`config.mk`:
```
export PLATFORM = sky130hd
export DESIGN_NAME = json_string_unescape_utf8_unit
export DESIGN_NICKNAME = d
export VERILOG_FILES = /design/src/sv/jsu_pkg.sv /design/src/sv/jsu_front.sv /design/src/sv/jsu_queue.sv /design/src/sv/jsu_back.sv /design/src/sv/json_string_unescape_utf8_unit.sv
export VERILOG_INCLUDE_DIRS = /design/src /design/src/sv
export SDC_FILE = /design/constraint.sdc
export NUM_CORES = 1
export LEC_CHECK = 0
export BUFFER_PORTS_ARGS = -buffer_cell sky130_fd_sc_hd__buf_2
export CORE_UTILIZATION = 62
export CTS_CLUSTER_SIZE = 20
export DETAILED_ROUTE_END_ITERATION = 12
export GPL_TIMING_DRIVEN = 0
export PLACE_DENSITY = 0.87
export SYNTH_ARGS = -nofsm -noshare
export SYNTH_HDL_FRONTEND = slang
export SYNTH_SLANG_ARGS = --single-unit
```
`constraint.sdc`:
```
create_clock -name clk -period 4.1 [get_ports clk]
set_input_delay 0.82 -clock clk [delete_from_list [all_inputs] [get_ports clk]]
set_output_delay 0.82 -clock clk [all_outputs]
set_load 0.05 [all_outputs]
```
`src/sv/json_string_unescape_utf8_unit_assert.svh`:
```
// Assertion macros for the JSON string unescape unit.
`ifndef JSON_STRING_UNESCAPE_UTF8_UNIT_ASSERT_SVH
`define JSON_STRING_UNESCAPE_UTF8_UNIT_ASSERT_SVH

// Check that cons holds in the same cycle as ante.
`define JSU_ASSERT_IMPLY(name, ante, cons, msg) \
	name: assert property (@(posedge clk) disable iff (!arst_n) (ante) |-> (cons)) \
		else $error(msg);

// Check that cons holds in the cycle after ante.
`define JSU_ASSERT_NEXT(name, ante, cons, msg) \
	name: assert property (@(posedge clk) disable iff (!arst_n) (ante) |=> (cons)) \
		else $error(msg);

`endif

```
`src/sv/jsu_pkg.sv`:
```
// Shared types, codes and constants for the JSON string unescape unit.
package jsu_pkg;

	localparam int QDEPTH = 4;
	localparam int QAW    = $clog2(QDEPTH);
	localparam int QCW    = $clog2(QDEPTH + 1);

	localparam logic [1:0] OP_RAW = 2'd0;
	localparam logic [1:0] OP_CP  = 2'd1;
	localparam logic [1:0] OP_END = 2'd2;
	localparam logic [1:0] OP_ERR = 2'd3;

	localparam logic [1:0] KIND_DATA = 2'd0;
	localparam logic [1:0] KIND_END  = 2'd1;
	localparam logic [1:0] KIND_ERR  = 2'd2;

	localparam logic [2:0] ERR_NONE     = 3'd0;
	localparam logic [2:0] ERR_NO_QUOTE = 3'd1;
	localparam logic [2:0] ERR_BAD_ESC  = 3'd2;
	localparam logic [2:0] ERR_BAD_HEX  = 3'd3;
	localparam logic [2:0] ERR_BAD_SURR = 3'd4;
	localparam logic [2:0] ERR_CTRL     = 3'd5;
	localparam logic [2:0] ERR_NUL      = 3'd6;

	typedef struct packed {
		logic [1:0]  op;
		logic [2:0]  err;
		logic [20:0] val;
	} cmd_t;

	typedef struct packed {
		logic full;
		logic empty;
	} qstat_t;

endpackage

```
`src/sv/jsu_front.sv`:
```
// Front end: parses input bytes and issues output requests to the queue.
module jsu_front (
	input  logic           clk,
	input  logic           arst_n,
	input  logic           in_valid,
	output logic           in_ready,
	input  logic [7:0]     in_byte,
	input  jsu_pkg::qstat_t q_stat,
	output logic           q_push,
	output jsu_pkg::cmd_t  q_cmd
);
	import jsu_pkg::*;

	localparam logic [2:0] M_IDLE    = 3'd0;
	localparam logic [2:0] M_STR     = 3'd1;
	localparam logic [2:0] M_ESC     = 3'd2;
	localparam logic [2:0] M_HEX1    = 3'd3;
	localparam logic [2:0] M_WANT_BS = 3'd4;
	localparam logic [2:0] M_WANT_U  = 3'd5;
	localparam logic [2:0] M_HEX2    = 3'd6;

	function automatic cmd_t mk_cmd(input logic [1:0] op, input logic [2:0] err,
			input logic [20:0] val);
		cmd_t c;
		c.op  = op;
		c.err = err;
		c.val = val;
		return c;
	endfunction

	logic [2:0]  mode_q, mode_n;
	logic [11:0] acc_q, acc_n;
	logic [1:0]  cnt_q, cnt_n;
	logic [9:0]  hs_q, hs_n;
	logic        has_cmd, clr, is_hex, accept;
	logic [3:0]  dig;
	logic [15:0] unit;
	cmd_t        cmd;

	always_comb begin
		is_hex = 1'b1;
		dig    = in_byte[3:0];
		if (in_byte inside {[8'h30:8'h39]}) begin
			dig = in_byte[3:0];
		end else if (in_byte inside {[8'h41:8'h46], [8'h61:8'h66]}) begin
			dig = in_byte[3:0] + 4'd9;
		end else begin
			is_hex = 1'b0;
		end
	end

	assign unit = {acc_q, dig};

	always_comb begin
		mode_n  = mode_q;
		acc_n   = acc_q;
		cnt_n   = cnt_q;
		hs_n    = hs_q;
		has_cmd = 1'b0;
		clr     = 1'b0;
		cmd     = mk_cmd(OP_RAW, ERR_NONE, 21'd0);
		case (mode_q)
			M_IDLE: begin
				if (in_byte inside {8'h20, 8'h09, 8'h0A, 8'h0D}) begin
					mode_n = M_IDLE;
				end else if (in_byte == 8'h22) begin
					mode_n = M_STR;
				end else begin
					has_cmd = 1'b1;
					clr     = 1'b1;
					cmd     = mk_cmd(OP_ERR, ERR_NO_QUOTE, 21'd0);
				end
			end
			M_STR: begin
				if (in_byte == 8'h00) begin
					has_cmd = 1'b1;
					clr     = 1'b1;
					cmd     = mk_cmd(OP_ERR, ERR_NUL, 21'd0);
				end else if (in_byte == 8'h22) begin
					has_cmd = 1'b1;
					clr     = 1'b1;
					cmd     = mk_cmd(OP_END, ERR_NONE, 21'd0);
				end else if (in_byte == 8'h5C) begin
					mode_n = M_ESC;
				end else if (in_byte < 8'h20) begin
					has_cmd = 1'b1;
					clr     = 1'b1;
					cmd     = mk_cmd(OP_ERR, ERR_CTRL, 21'd0);
				end else begin
					has_cmd = 1'b1;
					cmd     = mk_cmd(OP_RAW, ERR_NONE, {13'd0, in_byte});
				end
			end
			M_ESC: begin
				has_cmd = 1'b1;
				mode_n  = M_STR;
				case (in_byte)
					8'h00: begin
						clr = 1'b1;
						cmd = mk_cmd(OP_ERR, ERR_NUL, 21'd0);
					end
					8'h22, 8'h5C, 8'h2F: cmd = mk_cmd(OP_RAW, ERR_NONE, {13'd0, in_byte});
					8'h62: cmd = mk_cmd(OP_RAW, ERR_NONE, 21'h08);
					8'h66: cmd = mk_cmd(OP_RAW, ERR_NONE, 21'h0C);
					8'h6E: cmd = mk_cmd(OP_RAW, ERR_NONE, 21'h0A);
					8'h72: cmd = mk_cmd(OP_RAW, ERR_NONE, 21'h0D);
					8'h74: cmd = mk_cmd(OP_RAW, ERR_NONE, 21'h09);
					8'h75: begin
						has_cmd = 1'b0;
						mode_n  = M_HEX1;
						acc_n   = 12'd0;
						cnt_n   = 2'd0;
					end
					default: begin
						clr = 1'b1;
						cmd = mk_cmd(OP_ERR, ERR_BAD_ESC, 21'd0);
					end
				endcase
			end
			M_HEX1, M_HEX2: begin
				if (!is_hex) begin
					has_cmd = 1'b1;
					clr     = 1'b1;
					cmd     = mk_cmd(OP_ERR, ERR_BAD_HEX, 21'd0);
				end else if (cnt_q != 2'd3) begin
					acc_n = {acc_q[7:0], dig};
					cnt_n = cnt_q + 2'd1;
				end else begin
					acc_n = 12'd0;
					cnt_n = 2'd0;
					if (mode_q == M_HEX1) begin
						if (unit inside {[16'hD800:16'hDBFF]}) begin
							hs_n   = unit[9:0];
							mode_n = M_WANT_BS;
						end else if (unit inside {[16'hDC00:16'hDFFF]}) begin
							has_cmd = 1'b1;
							clr     = 1'b1;
							cmd     = mk_cmd(OP_ERR, ERR_BAD_SURR, 21'd0);
						end else if (unit == 16'd0) begin
							has_cmd = 1'b1;
							clr     = 1'b1;
							cmd     = mk_cmd(OP_ERR, ERR_NUL, 21'd0);
						end else begin
							has_cmd = 1'b1;
							mode_n  = M_STR;
							cmd     = mk_cmd(OP_CP, ERR_NONE, {5'd0, unit});
						end
					end else begin
						has_cmd = 1'b1;
						if (unit inside {[16'hDC00:16'hDFFF]}) begin
							mode_n = M_STR;
							hs_n   = 10'd0;
							cmd    = mk_cmd(OP_CP, ERR_NONE,
								{11'({1'b0, hs_q} + 11'd64), unit[9:0]});
						end else begin
							clr = 1'b1;
							cmd = mk_cmd(OP_ERR, ERR_BAD_SURR, 21'd0);
						end
					end
				end
			end
			M_WANT_BS: begin
				if (in_byte == 8'h5C) begin
					mode_n = M_WANT_U;
				end else begin
					has_cmd = 1'b1;
					clr     = 1'b1;
					cmd     = mk_cmd(OP_ERR, ERR_BAD_SURR, 21'd0);
				end
			end
			M_WANT_U: begin
				if (in_byte == 8'h75) begin
					mode_n = M_HEX2;
					acc_n  = 12'd0;
					cnt_n  = 2'd0;
				end else begin
					has_cmd = 1'b1;
					clr     = 1'b1;
					cmd     = mk_cmd(OP_ERR, ERR_BAD_SURR, 21'd0);
				end
			end
			default: clr = 1'b1;
		endcase
		if (clr) begin
			mode_n = M_IDLE;
			acc_n  = 12'd0;
			cnt_n  = 2'd0;
			hs_n   = 10'd0;
		end
	end

	assign in_ready = !q_stat.full;
	assign accept   = in_valid && in_ready;
	assign q_push   = accept && has_cmd;
	assign q_cmd    = cmd;

	always_ff @(posedge clk or negedge arst_n) begin
		if (!arst_n) begin
			mode_q <= M_IDLE;
			acc_q  <= 12'd0;
			cnt_q  <= 2'd0;
			hs_q   <= 10'd0;
		end else if (accept) begin
			mode_q <= mode_n;
			acc_q  <= acc_n;
			cnt_q  <= cnt_n;
			hs_q   <= hs_n;
		end
	end

endmodule

```
`src/sv/jsu_queue.sv`:
```
// Request queue between the parser front end and the output back end.
module jsu_queue (
	input  logic            clk,
	input  logic            arst_n,
	input  logic            push,
	input  jsu_pkg::cmd_t   wr_cmd,
	input  logic            pop,
	output jsu_pkg::cmd_t   rd_cmd,
	output jsu_pkg::qstat_t stat
);
	import jsu_pkg::*;

	cmd_t           entry_q [QDEPTH];
	logic [QAW-1:0] wr_ptr_q, rd_ptr_q;
	logic [QCW-1:0] count_q;

	assign rd_cmd     = entry_q[rd_ptr_q];
	assign stat.full  = (count_q == QCW'(QDEPTH));
	assign stat.empty = (count_q == '0);

	always_ff @(posedge clk) begin
		if (push) begin
			entry_q[wr_ptr_q] <= wr_cmd;
		end
	end

	always_ff @(posedge clk or negedge arst_n) begin
		if (!arst_n) begin
			wr_ptr_q <= '0;
			rd_ptr_q <= '0;
			count_q  <= '0;
		end else begin
			if (push) begin
				wr_ptr_q <= wr_ptr_q + QAW'(1);
			end
			if (pop) begin
				rd_ptr_q <= rd_ptr_q + QAW'(1);
			end
			if (push && !pop) begin
				count_q <= count_q + QCW'(1);
			end else if (pop && !push) begin
				count_q <= count_q - QCW'(1);
			end
		end
	end

endmodule

```
`src/sv/jsu_back.sv`:
```
// Back end: expands queued requests into UTF-8 bytes and markers on the output.
module jsu_back (
	input  logic            clk,
	input  logic            arst_n,
	input  jsu_pkg::qstat_t q_stat,
	input  jsu_pkg::cmd_t   q_cmd,
	output logic            q_pop,
	output logic            out_valid,
	input  logic            out_ready,
	output logic [7:0]      out_byte,
	output logic [1:0]      kind,
	output logic [2:0]      error_code,
	output logic            last
);
	import jsu_pkg::*;

	cmd_t        cur_q;
	logic        cur_valid_q;
	logic [1:0]  idx_q;
	logic [1:0]  nlast;
	logic [20:0] cp;
	logic [7:0]  byte_n;
	logic [1:0]  kind_n;
	logic        out_load, cur_done;
	logic        out_valid_q;
	logic [7:0]  out_byte_q;
	logic [1:0]  kind_q;
	logic [2:0]  err_q;
	logic        last_q;

	assign cp = cur_q.val;

	always_comb begin
		nlast = 2'd0;
		if (cur_q.op == OP_CP) begin
			if (cp <= 21'h7F) begin
				nlast = 2'd0;
			end else if (cp <= 21'h7FF) begin
				nlast = 2'd1;
			end else if (cp <= 21'hFFFF) begin
				nlast = 2'd2;
			end else begin
				nlast = 2'd3;
			end
		end
	end

	always_comb begin
		byte_n = 8'd0;
		kind_n = KIND_DATA;
		case (cur_q.op)
			OP_RAW: byte_n = cp[7:0];
			OP_CP: begin
				case ({nlast, idx_q})
					4'b00_00: byte_n = cp[7:0];
					4'b01_00: byte_n = {3'b110, cp[10:6]};
					4'b01_01: byte_n = {2'b10, cp[5:0]};
					4'b10_00: byte_n = {4'b1110, cp[15:12]};
					4'b10_01: byte_n = {2'b10, cp[11:6]};
					4'b10_10: byte_n = {2'b10, cp[5:0]};
					4'b11_00: byte_n = {5'b11110, cp[20:18]};
					4'b11_01: byte_n = {2'b10, cp[17:12]};
					4'b11_10: byte_n = {2'b10, cp[11:6]};
					4'b11_11: byte_n = {2'b10, cp[5:0]};
					default:  byte_n = 8'd0;
				endcase
			end
			OP_END: kind_n = KIND_END;
			OP_ERR: kind_n = KIND_ERR;
			default: kind_n = KIND_DATA;
		endcase
	end

	assign out_load = !out_valid_q || out_ready;
	assign cur_done = cur_valid_q && out_load && (idx_q == nlast);
	assign q_pop    = !q_stat.empty && (!cur_valid_q || cur_done);

	always_ff @(posedge clk or negedge arst_n) begin
		if (!arst_n) begin
			cur_valid_q <= 1'b0;
			idx_q       <= 2'd0;
		end else if (q_pop) begin
			cur_valid_q <= 1'b1;
			idx_q       <= 2'd0;
		end else if (cur_done) begin
			cur_valid_q <= 1'b0;
			idx_q       <= 2'd0;
		end else if (cur_valid_q && out_load) begin
			idx_q <= idx_q + 2'd1;
		end
	end

	always_ff @(posedge clk) begin
		if (q_pop) begin
			cur_q <= q_cmd;
		end
	end

	always_ff @(posedge clk or negedge arst_n) begin
		if (!arst_n) begin
			out_valid_q <= 1'b0;
		end else if (out_load) begin
			out_valid_q <= cur_valid_q;
		end
	end

	always_ff @(posedge clk) begin
		if (out_load && cur_valid_q) begin
			out_byte_q <= byte_n;
			kind_q     <= kind_n;
			err_q      <= (cur_q.op == OP_ERR) ? cur_q.err : ERR_NONE;
			last_q     <= (idx_q == nlast);
		end
	end

	assign out_valid  = out_valid_q;
	assign out_byte   = out_byte_q;
	assign kind       = kind_q;
	assign error_code = err_q;
	assign last       = last_q;

endmodule

```
`src/sv/json_string_unescape_utf8_unit.sv`:
```
// Top level of the JSON string unescape unit: parser, request queue, UTF-8 output stage.
// Each result is held in the request queue, then in cur_q, then in the output register.
// Throughput: one input byte per cycle while the queue is not full; one result out per cycle unless out_ready stalls.
// A \u escape gives one to three bytes, a surrogate pair four; the back end emits one per cycle when not stalled.
// Input stalls only while the four-entry request queue is full.
// Reset clears the parser to idle, empties the queue and drops any pending output.
`include "json_string_unescape_utf8_unit_assert.svh"

module json_string_unescape_utf8_unit (
	input  logic       clk,
	input  logic       arst_n,
	input  logic       in_valid,
	output logic       in_ready,
	input  logic [7:0] in_byte,
	output logic       out_valid,
	input  logic       out_ready,
	output logic [7:0] out_byte,
	output logic [1:0] kind,
	output logic [2:0] error_code,
	output logic       last
);
	import jsu_pkg::*;

	qstat_t q_stat;
	cmd_t   push_cmd, head_cmd;
	logic   q_push, q_pop;

	jsu_front u_front (
		.clk      (clk),
		.arst_n   (arst_n),
		.in_valid (in_valid),
		.in_ready (in_ready),
		.in_byte  (in_byte),
		.q_stat   (q_stat),
		.q_push   (q_push),
		.q_cmd    (push_cmd)
	);

	jsu_queue u_queue (
		.clk    (clk),
		.arst_n (arst_n),
		.push   (q_push),
		.wr_cmd (push_cmd),
		.pop    (q_pop),
		.rd_cmd (head_cmd),
		.stat   (q_stat)
	);

	jsu_back u_back (
		.clk        (clk),
		.arst_n     (arst_n),
		.q_stat     (q_stat),
		.q_cmd      (head_cmd),
		.q_pop      (q_pop),
		.out_valid  (out_valid),
		.out_ready  (out_ready),
		.out_byte   (out_byte),
		.kind       (kind),
		.error_code (error_code),
		.last       (last)
	);

	`JSU_ASSERT_IMPLY(a_no_overflow, q_push, !q_stat.full, "request pushed into full queue")
	`JSU_ASSERT_IMPLY(a_no_underflow, q_pop, !q_stat.empty, "request popped from empty queue")
	`JSU_ASSERT_IMPLY(a_marker_last, out_valid && kind != KIND_DATA, last, "marker without last")
	`JSU_ASSERT_IMPLY(a_err_code, out_valid && kind == KIND_ERR, error_code != ERR_NONE, "error without code")

endmodule

```
Word-level counts from Yosys, hierarchy flattened
Memory sizes are Yosys's and may differ from the RTL's. A register that Yosys moved wholly into a read port is not among the register bits.
Index checks and enable logic that the tools add are counted.
{"block": "totals", "regBits": 52, "mem_bits_rw": 104, "inputBits": 12, "wordCells": 225, "n_memories": 1}
{"name": "u_queue.entry_q", "words": 4, "word_bits": 26, "read_ports": 1, "rd_ports_with_merged_regs": 1, "write_ports": 1, "line_no": "jsu_queue.sv:13", "text": "cmd_t entry_q [QDEPTH];"}
{"block": "classes", "add_sub_neg": 8, "magnitude_cmp": 14, "n_eq_ne": 48, "mux": 95, "n_reduce_logical": 45}
{"cell": "26-bit two-way mux", "count": 15}
{"cell": "26-bit one-hot mux with 8 select lines", "count": 1}
{"cell": "26-bit one-hot mux with 6 select lines", "count": 1}
{"cell": "10-bit two-way mux", "count": 7}
{"cell": "8-bit by 7-bit == test with 1-bit output, second input constant", "count": 7}
{"cell": "8-bit one-hot mux with 7 select lines", "count": 1}
{"cell": "3-bit two-way mux", "count": 17}
{"cell": "12-bit two-way mux", "count": 4}
{"cell": "16-bit >= comparator, second input constant", "count": 2}
{"cell": "16-bit less-or-equal comparator, second input constant", "count": 2}
{"cell": "1-bit two-way mux", "count": 29}
{"cell": "4-bit == test, second input constant", "count": 7}
{"cell": "8-bit by 4-bit == test with 1-bit output, second input constant", "count": 3}
{"cell": "8-bit by 6-bit == test with 1-bit output, second input constant", "count": 3}
{"cell": "12-bit one-hot mux with 2 select lines", "count": 1}
{"cell": "2-bit two-way mux", "count": 11}
{"cell": "21-bit by 11-bit less-or-equal comparator with 1-bit output, second input constant", "count": 1}
{"cell": "21-bit by 16-bit less-or-equal comparator with 1-bit output, second input constant", "count": 1}
{"cell": "21-bit by 7-bit less-or-equal comparator with 1-bit output, second input constant", "count": 1}
{"cell": "3-bit one-hot mux with 6 select lines", "count": 1}
{"cell": "8-bit by 7-bit >= comparator with 1-bit output, second input constant", "count": 2}
{"cell": "8-bit by 7-bit less-or-equal comparator with 1-bit output, second input constant", "count": 2}
{"cell": "16-bit zero test", "count": 1}
{"cell": "8-bit one-hot mux with 2 select lines", "count": 1}
{"cell": "other kinds (43)", "count": 89}

Longest topological paths before layout
{"block": "depth", "word_depth": 17, "depth_mapped": 14, "mapped_depth_nobuf": 14}

Modules after synthesis
A second synthesis with hierarchy kept.
{"block": "unflattened", "hier_cells": 597, "area_unflattened_um2": 8554.5}
{"mod": "jsu_queue", "n_inst": 1, "cells_per_inst": 170, "area_each_um2": 4195.3, "seq_area_each_um2": 3298.2}
{"mod": "jsu_front", "n_inst": 1, "cells_per_inst": 285, "area_each_um2": 2391.0, "seq_area_each_um2": 675.6}
{"mod": "jsu_back", "n_inst": 1, "cells_per_inst": 142, "area_each_um2": 1968.1, "seq_area_each_um2": 1301.2}

Worst setup path before layout
No wires, ideal clock.
{"block": "synth_path", "kind": "in2reg", "startpoint": "in in_byte[0]", "endpoint": "reg u_queue.count_q[2]", "setup_ns": 0.079, "arrival_ns": 3.666, "slack_ns": 0.355, "path_stages": 14, "cell_sequence": "inv_1 > ha_1 > nor3b_1 > nor3_4 > a41oi_2 > nand2_1 > o221a_2 > a21oi_1 > ha_1 > inv_1 > fa_1 > xor2_1 > nor2_1 > xor2_1"}
{"block": "synth_via", "elab_chain_cells": 16, "word_cells_on_any_way": 44, "cone_classes": "1 x add/sub; 8 x order compare; 7 x eq/ne; 16 x mux; 12 x reduce/logical"}
{"item": "start, declared", "line_no": "json_string_unescape_utf8_unit.sv:14", "text": "input logic [7:0] in_byte,"}
{"item": "8-bit by 7-bit >= comparator with 1-bit output or 8-bit by 7-bit less-or-equal comparator with 1-bit output (tied branches)", "line_no": "jsu_front.sv:45", "text": "end else if (in_byte inside {[8'h41:8'h46], [8'h61:8'h66]}) begin"}
{"item": "1-bit logical AND", "line_no": "jsu_front.sv:45"}
{"item": "2-bit nonzero test", "line_no": "jsu_front.sv:45"}
{"item": "4-bit two-way mux", "line_no": "jsu_front.sv:45"}
{"item": "4-bit two-way mux", "line_no": "jsu_front.sv:43", "text": "if (in_byte inside {[8'h30:8'h39]}) begin"}
{"item": "16-bit >= comparator or 16-bit less-or-equal comparator (tied branches)", "line_no": "jsu_front.sv:132", "text": "if (unit inside {[16'hD800:16'hDBFF]}) begin"}
{"item": "1-bit logical AND", "line_no": "jsu_front.sv:132"}
{"item": "1-bit two-way mux", "line_no": "jsu_front.sv:132"}
{"item": "1-bit two-way mux", "line_no": "jsu_front.sv:131", "text": "if (mode_q == M_HEX1) begin"}
{"item": "1-bit two-way mux", "line_no": "jsu_front.sv:125", "text": "end else if (cnt_q != 2'd3) begin"}
{"item": "1-bit two-way mux", "line_no": "jsu_front.sv:121", "text": "if (!is_hex) begin"}
{"item": "1-bit one-hot mux with 5 select lines (*)", "line_no": "jsu_front.sv:62", "text": "case (mode_q)"}
{"item": "1-bit logical AND (*)", "line_no": "jsu_front.sv:194", "text": "assign q_push = accept && has_cmd;"}
{"item": "net q_push", "line_no": "json_string_unescape_utf8_unit.sv:26", "text": "logic q_push, q_pop;"}
{"item": "1-bit zero test", "line_no": "jsu_queue.sv:41", "text": "end else if (pop && !push) begin"}
{"item": "1-bit logical AND", "line_no": "jsu_queue.sv:41"}
{"item": "2-bit nonzero test (no source line)"}
{"item": "end signal, assigned", "line_no": "jsu_queue.sv:40", "text": "count_q <= count_q + QCW'(1);"}
{"item": "end signal, assigned", "line_no": "jsu_queue.sv:42", "text": "count_q <= count_q - QCW'(1);"}
{"item": "end, declared", "line_no": "jsu_queue.sv:15", "text": "logic [QCW-1:0] count_q;"}
The timed path passes the listed nets; every way through them passes the cells marked *.
A chain may end at the register's enable or synchronous reset.

Worst setup path after layout
Same ends and word-level chain as after synthesis.

==> out/metrics.cfg <==
[die]
row_count = 41
boundaryPins = 28
core_sq_mm = 0.0128
dieHeight_um = 118
initial_core_util_pct = 64.7
dieArea_sq_mm = 0.0138
die_w_um = 118

[global_route]
grtUsageTotal_pct = 28.2
grt_pass1_vias = 5320
antenna_found_initial = 0
use_met2_pct = 47.3
globalRouteOverflowTotal = 0
grt_max_degree = 39
busiest_layer = met2
grt_pass1_wl_um = 29100
grt_use_met1_pct = 35.9
grt.met3_usage_pct = 5.28

[routing]
initialDrtViolationCount = 706
dr.pass1.iters = 5
wl_per_cell_um = 22.3
ant_nets = 0
drt_wl_total_um = 18600
num_vias = 5417
drt-vias-per-instance = 6.52
route.detailed.drc = 0

[pwr]
cellPowerDensity_mw_per_mm2 = 633
leakagePower_nw = 3.23
ir_drop_mv = 0.334

[final_layout]
diodes = 0
drive_above_1_share_pct = 16.1
nFillCells = 820
nNetsFinal = 674
instances_no_fill = 831
syn_to_final_growth_pct = 10.8

[cts]
hold_buffers = 0
cts.root.buffer_cell = clkbuf_16
numCtsBuffers = 17
path_clk_slew_ns = 0.07
cts_max_path_buffers = 2
clock-sinks = 182
h-tree-depth = 4
cts_tree = yes
insertion_delay_ns = 0.43

[sta]
rsz0062_at_grt = no
fmax_mhz = 256
timing.final.crit_share_pct = 95.2
slew_headroom_pct = 34.5
finalHoldViolCount = 0
hold_ws_ns = 0.492
fin_skew_ns = 0.0131
worstMarginPinSlew_ns = 0.982
tns_ns = 0
drv_slew = 0
setup_viol = 0
layout_min_cycle_time_ns = 3.90

[synthesis]
synth_top_area_share_pct = 52.1
synthFlopType = edfxtp_1
synth-seq-area-share_pct = 63.6
synth-edff-count = 144
synth.ff_latch_count = 182
postSynthCellCount = 604
post_synth.cell_area_avg_sq_um = 13.7
syn_area_sq_mm = 0.00830
synth_nets = 632
ys_types = 76
async_reset_ff_share_pct = 20.9
synth.area.top_cells = edfxtp_1, dfrtp_1, mux4_2
yosys_warnings = 0
yosysTopAreaCell = edfxtp_1

[placement]
globalplace.congestion = 0.980
dp_hpwl_um = 12600
placed_cells = 799
portBuffers = 23

[critical_path]
slowest_delay_ns = 0.43
worstPathMaxFanout = 8
cp.arrival_ns = 4.24
cp-start-kind = input port
path_class = in -> reg
slowest_stage = fa_1
worstSetupEndpointType = register
required_ns = 4.44
crit_chain = buf_2 -> inv_1 -> ha_1 -> nor3b_2 -> nor3_4 -> a41oi_2 -> nand2_1 -> o221a_2 -> a21oi_2 -> ha_1 -> inv_1 -> fa_1 -> xor2_1 -> nor2_1 -> xor2_1

[job]
maxCapViolCount = 0

[status]
status = complete, no violations

[min_path]
min_path_type = reg -> reg

-- power breakdown --
group	internal, mW	switching, mW
Combinational	0.572	0.966
Clock	0.838	0.705
Sequential	2.54	0.194
-- cell usage after synthesis, drive strengths merged (8+ instances only) --
library cell,n
nand2,54
inv,27
and2,8
clkbuf,19
buf,8
mux4,26
a22o,14
nor2b,11
ha,15
o21ai,38
nor4,8
edfxtp,144
nor3,19
dfrtp,38
nor2,30
a21oi,15
nand3,15
-- sequential cells by signal, summed over array words and instances, names as in the netlist --
| name | count |
|---|---|
| u_back.kind | 2 |
| u_queue.count_q | 3 |
| u_front.cnt_q | 2 |
| u_back.cp | 21 |
| u_back.error_code | 3 |
| u_back.last | 1 |
| u_front.acc_q | 12 |
| u_queue.wr_ptr_q | 2 |
| u_back.out_valid | 1 |
| u_back.idx_q | 2 |
| u_back.cur_valid_q | 1 |
| u_front.mode_q | 3 |
| u_queue.rd_ptr_q | 2 |
| u_back.cur_q | 5 |
| u_back.out_byte | 8 |
| u_front.hs_q | 10 |
| u_queue.entry_q | 104 |
-- metrics by stage --
step | power (mW) | util (%) | setup slack [ns] | instance area (sq um)
2_1_floorplan | 3.85 | - | 0.355 | 8300
3_3_place_gp | 4.17 | 67.3 | -0.555 | 8630
3_5_place_dp | 4.28 | 67.3 | -0.743 | 8630
4_1_cts | 5.82 | 71.6 | 0.0150 | 9190
5_1_grt | 6.04 | 71.7 | 0.00447 | 9190
6_report | 5.82 | 71.7 | 0.197 | 9190
-- cell type report --
type / count / area, sq um / area share [%]
Buffer: 27 / 128 / 1.39
Tap cell: 172 / 215 / 2.34
Clock inverter: 15 / 128 / 1.39
Multi-Input combinational cell: 367 / 2800 / 30.5
Sequential cell: 182 / 5280 / 57.4
Timing Repair Buffer: 23 / 115 / 1.25
Clock buffer: 17 / 425 / 4.63
Inverter: 28 / 105 / 1.14
-- cells in the final DEF (no fill, tap or decap), types with 4 or more instances in the layout --
cell / synthesis / routed
and2_2: 0 / 4
mux2i_1: 4 / 4
nor4_1: 8 / 8
a21oi_1: 15 / 14
dfrtp_1: 38 / 38
nand2_1: 54 / 54
buf_2: 2 / 25
nor3b_1: 5 / 4
xor2_1: 4 / 4
clkbuf_1: 18 / 18
xnor2_1: 6 / 6
nand4_1: 5 / 5
mux4_2: 26 / 26
a31oi_1: 4 / 4
o22ai_1: 6 / 6
nand3_1: 15 / 15
nand2b_1: 6 / 6
clkinvlp_4: 0 / 4
nor2_1: 30 / 30
a22o_1: 14 / 14
o21ai_0: 36 / 36
clkinv_1: 1 / 4
and3_1: 7 / 7
inv_1: 27 / 27
clkbuf_16: 0 / 17
ha_1: 15 / 15
a221o_1: 4 / 4
edfxtp_1: 144 / 144
nor2b_1: 11 / 11
nor3_1: 17 / 17
-- final timing paths --
kind,slack [ns],end,cells past startpoint,start
min reg2reg,0.49,u_front.hs_q[3],1,u_front.hs_q[3]
max in group asynchronous,2.93,u_queue.rd_ptr_q[1],1,arst_n
max reg2reg,0.45,u_queue.count_q[2],12,u_back.cp[13]
max,0.20,u_queue.count_q[2],15,in_byte[0]
min,0.49,u_front.hs_q[3],1,u_front.hs_q[3]
min in group asynchronous,0.56,u_front.hs_q[2],1,arst_n
-- per-layer routing --
| metal | part of all wire [%] | vias to the layer above |
|---|---|---|
| met2 | 52 | 287 |
| met5 | 0 | - |
| met4 | 2.4 | 0 |
| met3 | 6.7 | 31 |
| met1 | 39 | 2683 |
| li1 | - | 2416 |
-- worst max-delay path: cells and delay by family --
family	cells	cell delay [ns]
AND/OR/NAND/NOR	4	0.75
AO/OA/AOI/OAI	3	0.95
adder cells (fa/ha/maj)	3	0.99
XOR/XNOR	2	0.35
buffers and inverters	3	0.37
-- logic make-up after synthesis --
logic type | after synthesis | share of synthesized area, %
XOR/XNOR | 10 | 1.06
adder cells (fa/ha/maj) | 16 | 2.50
buffers and inverters | 55 | 2.81
flip-flops | 182 | 63.6
multiplexers | 33 | 7.95
AND/OR/NAND/NOR | 186 | 11.7
AO/OA/AOI/OAI | 122 | 10.4
-- what timing repair did --
action,in CTS,in global routing
setup endpoints to repair,106,1
gates resized for setup,5,1
buffers inserted,0,0
Note: power is estimated with default switching activity, not from simulation.
